## src/rtl/lipc_pkg.sv

```systemverilog
// lipc_pkg: shared types, codes and helper functions of the interrupt priority controller
`timescale 1ns / 1ps

package lipc_pkg;

    localparam int unsigned WORD_W  = 64;
    localparam int unsigned N_WORDS = 4;
    localparam int unsigned BIT_W   = $clog2(WORD_W);
    localparam int unsigned WIDX_W  = $clog2(N_WORDS);
    localparam int unsigned VEC_W   = 8;
    localparam int unsigned CODE_W  = 6;
    localparam int unsigned CLASS_W = 4;
    localparam int unsigned SLOT_W  = 2;
    localparam int unsigned IN_W    = 88;
    localparam int unsigned OUT_W   = 24;

    localparam logic [VEC_W-1:0]  SPURIOUS_CODE = 8'd15;
    localparam logic [VEC_W-1:0]  VEC_NMI       = 8'd2;
    localparam logic [VEC_W-1:0]  VEC_EXT       = 8'd0;
    localparam logic [CODE_W-1:0] CODE_NONE     = 6'd0;
    localparam logic [CODE_W-1:0] CODE_NMI      = 6'd32;
    localparam logic [CODE_W-1:0] CODE_EXT      = 6'd16;

    typedef enum logic [3:0] {
        CMD_PEND   = 4'd0,
        CMD_BATCH  = 4'd1,
        CMD_UNPEND = 4'd2,
        CMD_CHECK  = 4'd3,
        CMD_READ   = 4'd4,
        CMD_EOI    = 4'd5,
        CMD_WPRI   = 4'd6,
        CMD_DETECT = 4'd7,
        CMD_QUERY  = 4'd8
    } cmd_t;

    typedef enum logic [1:0] {
        ST_IDLE,
        ST_SCAN,
        ST_EXEC
    } state_t;

    typedef enum logic [1:0] {
        MASK_NONE,
        MASK_TPR,
        MASK_INSVC
    } mask_t;

    typedef struct packed {
        logic [SLOT_W-1:0]  psr_slot;
        logic               psr_collect;
        logic               psr_enable;
        logic               mask_all;
        logic [CLASS_W-1:0] priority_class;
        logic [WORD_W-1:0]  batch_mask;
        logic [WIDX_W-1:0]  word_index;
        logic [VEC_W-1:0]   vector;
        logic [3:0]         command;
    } item_t;

    // index of the highest set bit, zero for an empty word
    function automatic logic [BIT_W-1:0] top_bit(input logic [WORD_W-1:0] w);
        logic [BIT_W-1:0] idx;
        idx = '0;
        for (int b = 0; b < WORD_W; b++)
        begin
            if (w[b])
            begin
                idx = BIT_W'(b);
            end
        end
        return idx;
    endfunction

    // priority code of a selected vector
    function automatic logic [CODE_W-1:0] code_of(input logic found, input logic [VEC_W-1:0] v);
        logic [CODE_W-1:0] c;
        if (!found)
        begin
            c = CODE_NONE;
        end
        else if (v == VEC_NMI)
        begin
            c = CODE_NMI;
        end
        else if (v == VEC_EXT)
        begin
            c = CODE_EXT;
        end
        else
        begin
            c = CODE_W'(v[VEC_W-1:4]);
        end
        return c;
    endfunction

endpackage

```

## src/rtl/local_interrupt_priority_controller.sv

```systemverilog
// local_interrupt_priority_controller: command sequencer, vector bit sets and result register
`timescale 1ns / 1ps

// Local interrupt controller holding 256 pending and 256 in-service vector bits, a task
// priority (class plus mask-all bit) and a highest-priority code. Each command beat on the
// slave stream yields exactly one result beat on the master stream. The block works on one
// command at a time: pend, batch, unpend, write priority and detect go from accept straight
// to the final step; eoi scans the in-service set and check, read ivr and query scan both sets;
// the highest vector of each 256-bit set is found by one shared 64-bit priority encoder that
// steps through the four words of a set, one word per cycle (NMI, vector 2, and ExtINT,
// vector 0, outrank the highest set bit). A new command is accepted while the previous
// result still waits in the output register; the sequencer stalls in its final step only
// when that register is still full. notify_enable is written through cfg_we / cfg_wdata and
// should only change while the block is idle.
module local_interrupt_priority_controller
    import lipc_pkg::*;
(
    input  logic             clk,
    input  logic             rst_n,
    // configuration: notify_enable
    input  logic             cfg_we,
    input  logic             cfg_wdata,
    // command stream
    input  logic             s_tvalid,
    output logic             s_tready,
    // command[3:0], vector[11:4], word_index[13:12], batch_mask[77:14],
    // priority_class[81:78], mask_all[82], psr_enable[83], psr_collect[84], psr_slot[86:85]
    input  logic [IN_W-1:0]  s_tdata,
    // result stream
    output logic             m_tvalid,
    input  logic             m_tready,
    // vector_out[7:0], spurious[8], deliver[9], slot_out[11:10], error[12], was_set[13],
    // new_pending[14], priority_code[20:15], notify[21], unmasked[22]
    output logic [OUT_W-1:0] m_tdata
);

    // architectural state
    logic [WORD_W-1:0]  pend_reg  [N_WORDS];
    logic [WORD_W-1:0]  insvc_reg [N_WORDS];
    logic [CLASS_W-1:0] mask_class_reg, mask_class_next;
    logic               mask_all_reg, mask_all_next;
    logic [CODE_W-1:0]  code_reg, code_next;
    logic               notify_en_reg;

    // sequencer
    state_t             state_reg, state_next;
    item_t              item_reg;
    cmd_t               cmd;
    logic               scan_set_reg, scan_set_next;     // 0 pending, 1 in service
    logic [WIDX_W-1:0]  scan_word_reg, scan_word_next;
    logic               hp_found_reg, hp_found_next;
    logic [VEC_W-1:0]   hp_vec_reg, hp_vec_next;
    logic               hi_found_reg, hi_found_next;
    logic [VEC_W-1:0]   hi_vec_reg, hi_vec_next;

    // output register
    logic               out_valid_reg, out_valid_next;
    logic [OUT_W-1:0]   out_data_reg;

    logic               s_fire, m_fire, exec_done, out_block;
    logic               needs_scan, starts_insvc;

    // shared read port and priority encoder
    logic [WIDX_W-1:0]  rd_addr;
    logic [WORD_W-1:0]  rd_word;
    logic               enc_any;
    logic [BIT_W-1:0]   enc_idx;
    logic               cur_found;
    logic [VEC_W-1:0]   cur_vec;
    logic               scan_found;
    logic [VEC_W-1:0]   scan_vec;

    // update requests from the final step
    logic               pend_we, insvc_we;
    logic [WIDX_W-1:0]  pend_addr, insvc_addr;
    logic [WORD_W-1:0]  pend_set, pend_clr, insvc_set, insvc_clr;

    // result fields
    logic [VEC_W-1:0]   r_vector;
    logic               r_spurious, r_deliver, r_error, r_was_set, r_new_pending;
    logic               r_notify, r_unmasked;
    logic [SLOT_W-1:0]  r_slot;
    logic [OUT_W-1:0]   result;

    mask_t              mstate;
    logic [WORD_W-1:0]  vec_bit, hp_bit, hi_bit;
    logic [CODE_W-1:0]  threshold;
    logic [4:0]         limit;

    assign s_fire    = s_tvalid && s_tready;
    assign m_fire    = m_tvalid && m_tready;
    assign out_block = out_valid_reg && !m_tready;
    assign exec_done = (state_reg == ST_EXEC) && !out_block;
    assign s_tready  = (state_reg == ST_IDLE);
    assign m_tvalid  = out_valid_reg;
    assign m_tdata   = out_data_reg;
    assign cmd       = cmd_t'(item_reg.command);

    // which commands need the set scans, decoded at accept
    always_comb
    begin
        needs_scan   = 1'b0;
        starts_insvc = 1'b0;
        unique case (s_tdata[3:0]) inside
            CMD_CHECK, CMD_READ, CMD_QUERY:
            begin
                needs_scan = 1'b1;
            end
            CMD_EOI:
            begin
                needs_scan   = 1'b1;
                starts_insvc = 1'b1;
            end
            default:
            begin
                needs_scan = 1'b0;
            end
        endcase
    end

    // next state
    always_comb
    begin
        state_next = state_reg;
        unique case (state_reg)
            ST_IDLE:
            begin
                if (s_fire)
                begin
                    state_next = needs_scan ? ST_SCAN : ST_EXEC;
                end
            end
            ST_SCAN:
            begin
                if (scan_word_reg == '0 && scan_set_reg)
                begin
                    state_next = ST_EXEC;
                end
            end
            ST_EXEC:
            begin
                if (!out_block)
                begin
                    state_next = ST_IDLE;
                end
            end
            default:
            begin
                state_next = ST_IDLE;
            end
        endcase
    end

    // shared read port: scan word during a scan, the command's word otherwise
    assign rd_addr = (state_reg == ST_SCAN) ? scan_word_reg
                                            : item_reg.vector[VEC_W-1:BIT_W];
    assign rd_word = (state_reg == ST_SCAN && scan_set_reg) ? insvc_reg[rd_addr]
                                                            : pend_reg[rd_addr];
    assign enc_any = |rd_word;
    assign enc_idx = top_bit(rd_word);

    assign cur_found = scan_set_reg ? hi_found_reg : hp_found_reg;
    assign cur_vec   = scan_set_reg ? hi_vec_reg : hp_vec_reg;

    // one scan step: words go from the top down, word 0 checks nmi and extint first
    always_comb
    begin
        scan_found = cur_found;
        scan_vec   = cur_vec;
        if (scan_word_reg == '0 && rd_word[VEC_NMI[BIT_W-1:0]])
        begin
            scan_found = 1'b1;
            scan_vec   = VEC_NMI;
        end
        else if (scan_word_reg == '0 && rd_word[VEC_EXT[BIT_W-1:0]])
        begin
            scan_found = 1'b1;
            scan_vec   = VEC_EXT;
        end
        else if (!cur_found && enc_any)
        begin
            scan_found = 1'b1;
            scan_vec   = {scan_word_reg, enc_idx};
        end
    end

    // scan bookkeeping
    always_comb
    begin
        scan_set_next  = scan_set_reg;
        scan_word_next = scan_word_reg;
        hp_found_next  = hp_found_reg;
        hp_vec_next    = hp_vec_reg;
        hi_found_next  = hi_found_reg;
        hi_vec_next    = hi_vec_reg;
        if (s_fire)
        begin
            scan_set_next  = starts_insvc;
            scan_word_next = WIDX_W'(N_WORDS - 1);
            hp_found_next  = 1'b0;
            hi_found_next  = 1'b0;
        end
        else if (state_reg == ST_SCAN)
        begin
            if (scan_set_reg)
            begin
                hi_found_next = scan_found;
                hi_vec_next   = scan_vec;
            end
            else
            begin
                hp_found_next = scan_found;
                hp_vec_next   = scan_vec;
            end
            scan_word_next = scan_word_reg - 1'b1;
            if (scan_word_reg == '0)
            begin
                scan_set_next = 1'b1;
            end
        end
    end

    // masking of the highest pending vector against in-service vector and task priority
    always_comb
    begin
        limit = {mask_all_reg, mask_class_reg};
        if (hi_found_reg && hi_vec_reg == VEC_NMI)
        begin
            mstate = MASK_INSVC;
        end
        else if (hp_found_reg && hp_vec_reg == VEC_NMI)
        begin
            mstate = MASK_NONE;
        end
        else if (hi_found_reg && hi_vec_reg == VEC_EXT)
        begin
            mstate = MASK_INSVC;
        end
        else if (hp_found_reg && hp_vec_reg == VEC_EXT)
        begin
            mstate = mask_all_reg ? MASK_TPR : MASK_NONE;
        end
        else if (hp_found_reg && (!hi_found_reg || hp_vec_reg > hi_vec_reg))
        begin
            mstate = ({1'b0, hp_vec_reg[VEC_W-1:4]} > limit) ? MASK_NONE : MASK_TPR;
        end
        else
        begin
            mstate = MASK_INSVC;
        end
    end

    assign vec_bit   = WORD_W'(1) << item_reg.vector[BIT_W-1:0];
    assign hp_bit    = WORD_W'(1) << hp_vec_reg[BIT_W-1:0];
    assign hi_bit    = WORD_W'(1) << hi_vec_reg[BIT_W-1:0];
    assign threshold = {~item_reg.psr_enable, mask_all_reg, mask_class_reg};

    // final step: result fields and state updates
    always_comb
    begin
        r_vector        = '0;
        r_spurious      = 1'b0;
        r_deliver       = 1'b0;
        r_slot          = '0;
        r_error         = 1'b0;
        r_was_set       = 1'b0;
        r_new_pending   = 1'b0;
        r_notify        = 1'b0;
        r_unmasked      = 1'b0;
        code_next       = code_reg;
        mask_class_next = mask_class_reg;
        mask_all_next   = mask_all_reg;
        pend_we         = 1'b0;
        insvc_we        = 1'b0;
        pend_addr       = item_reg.vector[VEC_W-1:BIT_W];
        insvc_addr      = hi_vec_reg[VEC_W-1:BIT_W];
        pend_set        = '0;
        pend_clr        = '0;
        insvc_set       = '0;
        insvc_clr       = '0;
        unique case (cmd)
            CMD_PEND:
            begin
                r_was_set     = rd_word[item_reg.vector[BIT_W-1:0]];
                r_new_pending = !r_was_set;
                pend_we       = 1'b1;
                pend_set      = vec_bit;
            end
            CMD_BATCH:
            begin
                r_new_pending = 1'b1;
                pend_we       = 1'b1;
                pend_addr     = item_reg.word_index;
                pend_set      = item_reg.batch_mask;
            end
            CMD_UNPEND:
            begin
                r_was_set     = rd_word[item_reg.vector[BIT_W-1:0]];
                r_new_pending = r_was_set;
                pend_we       = 1'b1;
                pend_clr      = vec_bit;
            end
            CMD_CHECK:
            begin
                if (!hp_found_reg)
                begin
                    code_next  = CODE_NONE;
                    r_notify   = notify_en_reg;
                    r_vector   = SPURIOUS_CODE;
                    r_spurious = 1'b1;
                end
                else
                begin
                    r_vector = hp_vec_reg;
                    if (item_reg.psr_enable && mstate == MASK_NONE)
                    begin
                        code_next = code_of(1'b1, hp_vec_reg);
                        r_notify  = notify_en_reg;
                        if (item_reg.psr_collect)
                        begin
                            r_deliver = 1'b1;
                            r_slot    = item_reg.psr_slot;
                        end
                        else
                        begin
                            r_error = 1'b1;
                        end
                    end
                    else if (mstate == MASK_INSVC)
                    begin
                        if (code_reg != CODE_NONE)
                        begin
                            code_next = CODE_NONE;
                            r_notify  = notify_en_reg;
                        end
                    end
                    else
                    begin
                        code_next = code_of(1'b1, hp_vec_reg);
                        r_notify  = notify_en_reg;
                    end
                end
            end
            CMD_READ:
            begin
                if (!hp_found_reg || mstate == MASK_INSVC)
                begin
                    if (code_reg != CODE_NONE)
                    begin
                        code_next = CODE_NONE;
                        r_notify  = notify_en_reg;
                    end
                    r_vector   = SPURIOUS_CODE;
                    r_spurious = 1'b1;
                end
                else if (mstate == MASK_TPR)
                begin
                    code_next  = code_of(1'b1, hp_vec_reg);
                    r_notify   = notify_en_reg;
                    r_vector   = SPURIOUS_CODE;
                    r_spurious = 1'b1;
                end
                else
                begin
                    // acknowledge: move the vector from pending to in service
                    insvc_we      = 1'b1;
                    insvc_addr    = hp_vec_reg[VEC_W-1:BIT_W];
                    insvc_set     = hp_bit;
                    pend_we       = 1'b1;
                    pend_addr     = hp_vec_reg[VEC_W-1:BIT_W];
                    pend_clr      = hp_bit;
                    r_vector      = hp_vec_reg;
                    r_new_pending = 1'b1;
                end
            end
            CMD_EOI:
            begin
                if (!hi_found_reg)
                begin
                    r_error = 1'b1;
                end
                else
                begin
                    insvc_we      = 1'b1;
                    insvc_clr     = hi_bit;
                    r_new_pending = 1'b1;
                end
            end
            CMD_WPRI:
            begin
                mask_class_next = item_reg.priority_class;
                mask_all_next   = item_reg.mask_all;
            end
            CMD_DETECT:
            begin
                if (code_reg > threshold)
                begin
                    r_unmasked = 1'b1;
                    if (item_reg.psr_collect)
                    begin
                        r_deliver = 1'b1;
                        r_slot    = item_reg.psr_slot;
                    end
                    else
                    begin
                        r_error = 1'b1;
                    end
                end
            end
            CMD_QUERY:
            begin
                r_unmasked = hp_found_reg && (mstate == MASK_NONE);
            end
            default:
            begin
                // unknown commands only report the current code
                r_unmasked = 1'b0;
            end
        endcase
    end

    assign result = {1'b0, r_unmasked, r_notify, code_next, r_new_pending, r_was_set,
                     r_error, r_slot, r_deliver, r_spurious, r_vector};

    always_comb
    begin
        out_valid_next = out_valid_reg;
        if (exec_done)
        begin
            out_valid_next = 1'b1;
        end
        else if (m_fire)
        begin
            out_valid_next = 1'b0;
        end
    end

    // control and architectural registers
    always_ff @(posedge clk or negedge rst_n)
    begin
        if (!rst_n)
        begin
            state_reg      <= ST_IDLE;
            out_valid_reg  <= 1'b0;
            scan_set_reg   <= 1'b0;
            scan_word_reg  <= '0;
            hp_found_reg   <= 1'b0;
            hi_found_reg   <= 1'b0;
            mask_class_reg <= '0;
            mask_all_reg   <= 1'b1;
            code_reg       <= CODE_NONE;
            notify_en_reg  <= 1'b0;
            for (int i = 0; i < N_WORDS; i++)
            begin
                pend_reg[i]  <= '0;
                insvc_reg[i] <= '0;
            end
        end
        else
        begin
            state_reg     <= state_next;
            out_valid_reg <= out_valid_next;
            scan_set_reg  <= scan_set_next;
            scan_word_reg <= scan_word_next;
            hp_found_reg  <= hp_found_next;
            hi_found_reg  <= hi_found_next;
            if (cfg_we)
            begin
                notify_en_reg <= cfg_wdata;
            end
            if (exec_done)
            begin
                mask_class_reg <= mask_class_next;
                mask_all_reg   <= mask_all_next;
                code_reg       <= code_next;
                // each word applies its own set and clear masks
                for (int i = 0; i < N_WORDS; i++)
                begin
                    if (pend_we && pend_addr == WIDX_W'(i))
                    begin
                        pend_reg[i] <= (pend_reg[i] | pend_set) & ~pend_clr;
                    end
                    if (insvc_we && insvc_addr == WIDX_W'(i))
                    begin
                        insvc_reg[i] <= (insvc_reg[i] | insvc_set) & ~insvc_clr;
                    end
                end
            end
        end
    end

    // payload registers
    always_ff @(posedge clk)
    begin
        hp_vec_reg <= hp_vec_next;
        hi_vec_reg <= hi_vec_next;
        if (s_fire)
        begin
            item_reg <= item_t'(s_tdata[$bits(item_t)-1:0]);
        end
        if (exec_done)
        begin
            out_data_reg <= result;
        end
    end

`ifndef ASSERT_OFF
    // one command at a time: ready drops right after an accept
    a_busy_after_accept: assert property (@(posedge clk) disable iff (!rst_n)
        s_fire |=> !s_tready)
        else $error("command accepted while the sequencer was busy");

    // the final step always leaves a result in the output register
    a_exec_fills_output: assert property (@(posedge clk) disable iff (!rst_n)
        exec_done |=> m_tvalid)
        else $error("final step did not produce a result beat");

    // the code is none, a vector class, extint or nmi
    a_code_range: assert property (@(posedge clk) disable iff (!rst_n)
        (code_reg <= CODE_EXT) || (code_reg == CODE_NMI))
        else $error("priority code out of range");

    // a scan only ever runs for check, read ivr, query or eoi
    a_scan_cmd: assert property (@(posedge clk) disable iff (!rst_n)
        (state_reg == ST_SCAN) |-> (cmd == CMD_CHECK || cmd == CMD_READ ||
                                    cmd == CMD_QUERY || cmd == CMD_EOI))
        else $error("set scan started for a command that needs none");
`endif

endmodule

```

## config.mk

```make
export PLATFORM = sky130hd
export DESIGN_NAME = local_interrupt_priority_controller
export DESIGN_NICKNAME = d
export VERILOG_FILES = /design/src/rtl/lipc_pkg.sv /design/src/rtl/local_interrupt_priority_controller.sv
export SDC_FILE = /design/constraint.sdc
export NUM_CORES = 1
export LEC_CHECK = 0
export BUFFER_PORTS_ARGS = -buffer_cell sky130_fd_sc_hd__clkbuf_2
export CAP_MARGIN = 20
export CORE_MARGIN = 2
export CORE_UTILIZATION = 57
export DETAILED_ROUTE_END_ITERATION = 7
export GPL_TIMING_DRIVEN = 0
export PLACE_DENSITY = 0.89
export SYNTH_ARGS = -nofsm -noshare
export SYNTH_HDL_FRONTEND = slang
export SYNTH_SLANG_ARGS = --single-unit
```

## constraint.sdc

```tcl
create_clock -name clk -period 3.3 [get_ports clk]
set_clock_uncertainty 0.2 [all_clocks]
set_input_delay 0.165 -clock clk [delete_from_list [all_inputs] [get_ports clk]]
set_output_delay 0.165 -clock clk [all_outputs]
set_load 0.01 [all_outputs]
```

==> results.yml, run 1 <==
status:
  status: "stopped before the end"
  failing_step: "global routing"
  error: "[ERROR GRT-0232] Routing congestion too high. Check the congestion heatmap in the GUI."
clock_tree:
  clockRootBuffer: "clkbuf_16"
  cts_sinks: 658
  clk_path_buf_depth: 3
  cts_made_buffers: 73
  h-tree-depth: 3
logic_synthesis:
  synth_compound_area_share_pct: 28.69
  ys_ff_latch: 658
  synth_cells: 3499
  ys_seq_area_share_pct: 50.10
  synth_xor_area_share_pct: 0
  syn_area_mm2: 0.03413
  syn_area_per_cell_um2: 9.754
  synth-edff-count: 126
  synthSimpleGateAreaFrac_pct: 9.551
  muxShareOfSynthArea_pct: 6.522
  synthAdderAreaFrac_pct: 0.6966
  synth_fp_nets: 3612
  synth-main-ff-cell: "dfrtp_1"
  synth.distinct_cells: 89
  synth_top_family_by_area: "compound AO/OA/AOI/OAI gates"
  yosysWarnings: 0
  async_flop_share_pct: 80.85
grt:
  grt_max_degree: 113
  overflow: 648
  grt_usage_pct: 89.18
place:
  dp_hpwl_mm: 127.1
  place.gp.congestion: 1.087
  place_ws_ns: -2.468
  io_buffers: 117
die:
  initial_core_util_pct: 57.72
  num_rows: 89
  die_w_um: 248.7
  die_y_um: 248.7
  io_pins: 120
layer usage:
metal | track usage [%] | overflow
met3 | 80.38 | 51
met1 | 90.54 | 38
met2 | 98.12 | 316
met4 | 88.64 | 236
met5 | 55.52 | 7
cell usage after synthesis (all sizes together) (8+ instances only):
cell type / n / share of area [%]
nand4: 19 / 0.35
a21o: 9 / 0.20
buf: 124 / 2.2
clkbuf: 158 / 1.7
or3: 10 / 0.18
a22o: 50 / 1.3
inv: 39 / 0.43
mux4: 8 / 0.53
o221ai: 16 / 0.41
o21ai: 96 / 1.5
nand2: 162 / 1.8
a2bb2oi: 26 / 0.67
nand3: 56 / 0.82
and2: 14 / 0.26
dfrtp: 531 / 39
a2111oi: 38 / 1.0
a21oi: 947 / 14
nor4: 28 / 0.67
o22ai: 71 / 1.3
nand2b: 22 / 0.40
nor3: 53 / 0.79
o31ai: 12 / 0.26
o211a: 83 / 2.4
o211ai: 9 / 0.20
a211oi: 87 / 2.0
or4: 15 / 0.33
a32o: 12 / 0.35
edfxtp: 126 / 11
mux2: 67 / 2.2
nor2b: 23 / 0.42
a31oi: 82 / 1.5
mux2i: 129 / 3.8
nor2: 263 / 2.9
ha: 19 / 0.70
per-stage QoR:
step | instances | TNS [ns] | utilization [%] | hold WS, ns | cell area [um2]
floorplan | 3499 | -0.5180 | - | -0.3306 | 34250
global placement | 4389 | -6310.82 | 60.54 | 0.1415 | 35800
detailed placement | 4406 | -784.98 | 61.07 | 0.001194 | 36110
CTS | 4866 | -119.90 | 80.96 | 0.01659 | 47870
logic make-up after synthesis:
kind of cell	Yosys count
flops	658
compound gates	1601
other cells	1
simple gates	692
mux	204
buf+inv	324
fa+ha+maj	19
timing repair:
action	CTS
setup buffers	185
endpoints found under the hold margin	352
endpoints found under the setup margin	565
gates cloned	52
resized for setup	1329
hold buffers	94
pin swaps	249
==> run 2, diff against run 1 <==
--- a/config.mk
+++ b/config.mk
@@ -8,10 +8,10 @@
 export BUFFER_PORTS_ARGS = -buffer_cell sky130_fd_sc_hd__clkbuf_2
 export CAP_MARGIN = 20
 export CORE_MARGIN = 2
-export CORE_UTILIZATION = 57
+export CORE_UTILIZATION = 40
 export DETAILED_ROUTE_END_ITERATION = 7
 export GPL_TIMING_DRIVEN = 0
-export PLACE_DENSITY = 0.89
+export PLACE_DENSITY_LB_ADDON = 0.15
 export SYNTH_ARGS = -nofsm -noshare
 export SYNTH_HDL_FRONTEND = slang
 export SYNTH_SLANG_ARGS = --single-unit
==> constraint.sdc (replaced) <==
create_clock -name clk -period 4.3 [get_ports clk]
set_clock_uncertainty 0.2 [all_clocks]
set_input_delay 0.215 -clock clk [delete_from_list [all_inputs] [get_ports clk]]
set_output_delay 0.215 -clock clk [all_outputs]
set_load 0.01 [all_outputs]
==> results.yml, run 2 <==
logic_synthesis:
  synth-edff-count: 126
  ys_ff_latch: 658
  syn_area_mm2: 0.03413
  synth.distinct_cells: 89
  synth_compound_area_share_pct: 28.69
  synth_common_cells: "945 x a21oi_1, 531 x dfrtp_1, 263 x nor2_1, 162 x nand2_1, 158 x clkbuf_1"
  muxShareOfSynthArea_pct: 6.522
  netlist_top_cells_area: "dfrtp_1 39%, a21oi_1 14%, edfxtp_1 11%, mux2i_1 3.8%, nor2_1 2.9%"
  synth_cells: 3499
  yosysWarnings: 0
  synthSimpleGateAreaFrac_pct: 9.551
  synthMostInstantiatedCell: "a21oi_1"
  synth_fp_nets: 3612
  yosys.area.top_type: "dfrtp_1"
  synth_xor_area_share_pct: 0
  synthAdderAreaFrac_pct: 0.6966
  yosysTopAreaCellShare_pct: 38.94
  synth_top_family_by_area: "compound AO/OA/AOI/OAI gates"
  synth-main-ff-cell: "dfrtp_1"
  ys_seq_area_share_pct: 50.10
  syn_area_per_cell_um2: 9.754
  async_flop_share_pct: 80.85
routing:
  drc_errors: 8
  drt-total-wl_mm: 180.2
  drt_iter0_markers: 4886
  vias: 34250
  viasPerCell: 6.728
  drt-pass1-iter-count: 8
  wl_per_cell_um: 35.39
  antenna_left: 0
cells_and_area:
  fillers: 7993
  final_cell_mix: "945 x a21oi_1, 529 x dfrtp_1, 256 x nor2_1"
  drive_gt1_share_pct: 21.17
  area_delta_synth_final_pct: 25.40
  register_area_mm2: 0.01710
  mostFrequentLayoutCell: "a21oi_1"
  design_area_mm2: 0.04280
  multiInputGateArea_mm2: 0.01703
  fin_cells: 5091
  fin_nets: 3992
critical_path:
  cp_data_required_time_ns: 4.61
  cpMaxStageDelayCell: "o211ai_1"
  r2r_cells: 11
  max_stage_delay_ns: 0.61
  critical-path-top-delay-family: "compound AO/OA/AOI/OAI gates"
  critPathCaptureType: "flop"
  critPathBufInv: 3
  path_depth: 11
  cp-start-kind: "flop"
  path_max_fanout: 10
  path_cells: "inv_1, buf_2, clkbuf_4, o211a_1, a211oi_4, o22ai_4, nor2b_4, or4_4, or3_4, o211ai_1, a32o_2"
  crit_arrival_ns: 4.80
  crit_type: "flop to flop"
grt:
  overflow: 0
  grt_pass1_wl_mm: 247.6
  grt_pass1_vias: 32270
  antenna_found_initial: 2
  grt_max_degree: 105
  grt_usage_pct: 40.24
clock_tree:
  h-tree-depth: 3
  clockRootBuffer: "clkbuf_16"
  clk_pin_slew_ns: 0.06
  clkLatencyLatePin_ns: 0.68
  cts_tree: "yes"
  cts_sinks: 658
  clk_path_buf_depth: 3
  cts_made_buffers: 78
die:
  die_area_mm2: 0.08767
  io_pins: 120
  initial_core_util_pct: 40.21
  num_rows: 107
  die_y_um: 296.1
  die_w_um: 296.1
  fp.coreArea_mm2: 0.08488
status:
  status: "finished with violations"
  violations: "DRC, setup timing"
power_and_ir_drop:
  power.leakage_nw: 18.84
  p_sw_share_pct: 43.85
  power_frac_seq_pct: 27.3
  peakVddDrop_mv: 0.4104
  total_power_w: 0.02678
  netSwitchingPower_w: 0.01174
  power_frac_clock_pct: 25.6
  cellPowerDensity_mw_per_mm2: 625.6
  internal_power_w: 0.01504
  p_comb_share_pct: 47.1
sta:
  tns_ns: -3.122
  worst_slack_ns: -0.1901
  setup_viol: 40
  hold_violations: 0
  worst_slew_pin_slew_ns: 1.274
  rsz0062_at_grt: "true"
  timing.fmax_ghz: 0.2227
  maxSlewViolCount: 0
  slew_headroom_pct: 15.09
  fin_crit_sh_pct: 104.4
  period_minus_slack_ns: 4.490
place:
  dp_hpwl_mm: 130.7
  place_inst: 4777
  place_area_mm2: 0.03644
  io_buffers: 117
  place.gp.congestion: 1.063
flow_run:
  max_cap_violations: 0
min_path:
  hold_path.class: "input pin to async pin"
[run 2: cell counts after synthesis]
Identical to the previous run, type by type.
[run 2: through the flow]
step / worst slack, ns / utilization [%] / hold WS [ns]
2_1_floorplan: 0.7682 / - / -0.2806
3_5_place_dp: -1.510 / 42.93 / 0.05724
4_1_cts: 0.0001572 / 49.20 / 0.006870
3_3_place_gp: -10.45 / 42.58 / 0.1912
6_report: -0.1901 / 50.42 / 0.004920
5_1_grt: -0.1124 / 50.42 / 0.04700
[run 2: worst paths after layout]
kind                                     endpoint          from  slack, ns
worst max register to register      hi_vec_reg[0]  item_reg[11]      -0.19
worst min register to register  mask_class_reg[0]  item_reg[78]       0.29
max in group asynchronous            pend_reg[75]         rst_n       2.37
worst min-delay path                notify_en_reg         rst_n      0.005
min in group clk                     item_reg[40]   s_tdata[40]       0.05
worst max-delay path                hi_vec_reg[0]  item_reg[11]      -0.19
[run 2: per-layer routing]
metal | track usage (%) | wire (um) | up-vias
met4 | 27.86 | 15000 | 2
met5 | 0.9978 | 111 | -
met3 | 12.10 | 22390 | 599
met1 | 52.90 | 68610 | 17070
li1 | - | - | 14070
met2 | 56.52 | 74070 | 2512
[run 2: power by group through the flow]
| stage | sequential (W) | combinational [W] | clock [W] |
|---|---|---|---|
| CTS | 0.00729 | 0.0110 | 0.00689 |
| finish | 0.00731 | 0.0126 | 0.00687 |
| global route | 0.00733 | 0.0127 | 0.00713 |
| detailed placement | 0.00738 | 0.00932 | 0 |
| floorplan | 0.00727 | 0.00512 | 0 |
| global placement | 0.00743 | 0.00927 | 0 |
[run 2: cell families (layout without fill, tap and decap cells)]
kind of cell / after synthesis / in the layout
AO/OA/AOI/OAI: 1601 / 1601
adder cells (fa/ha/maj): 19 / 19
buffers and inverters: 324 / 770
flip-flops: 658 / 658
multiplexers: 204 / 204
other: 1 / 3
AND/OR/NAND/NOR: 692 / 692
[run 2: cell type report]
class / count / share of cell area [%]
Clock inverter: 30 / 0.8712
Timing Repair Buffer: 306 / 5.885
Buffer: 275 / 4.552
Inverter: 42 / 0.3801
Timing Repair inverter: 1 / 0.01169
Antenna cell: 2 / 0.01169
Multi-Input combinational cell: 2517 / 39.79
Clock buffer: 116 / 5.201
Sequential cell: 658 / 39.96
Tap cell: 1144 / 3.345
[run 2: worst reg2reg max path, cell delays in order (launching register included)]
cell and delay (ns):
edfxtp_1 0.53, inv_1 0.20, buf_2 0.27, clkbuf_4 0.29, o211a_1 0.29, a211oi_4 0.41
o22ai_4 0.12, nor2b_4 0.15, or4_4 0.54, or3_4 0.40, o211ai_1 0.61, a32o_2 0.34
[run 2: repair_timing]
action,CTS,global route
hold endpoints to repair,377,0
hold buffers,93,0
setup buffers,33,42
pin swaps,29,32
setup endpoints to repair,528,521
resized for setup,387,181
gates cloned,1,3
No activity file was read; power rests on OpenSTA's default activity.
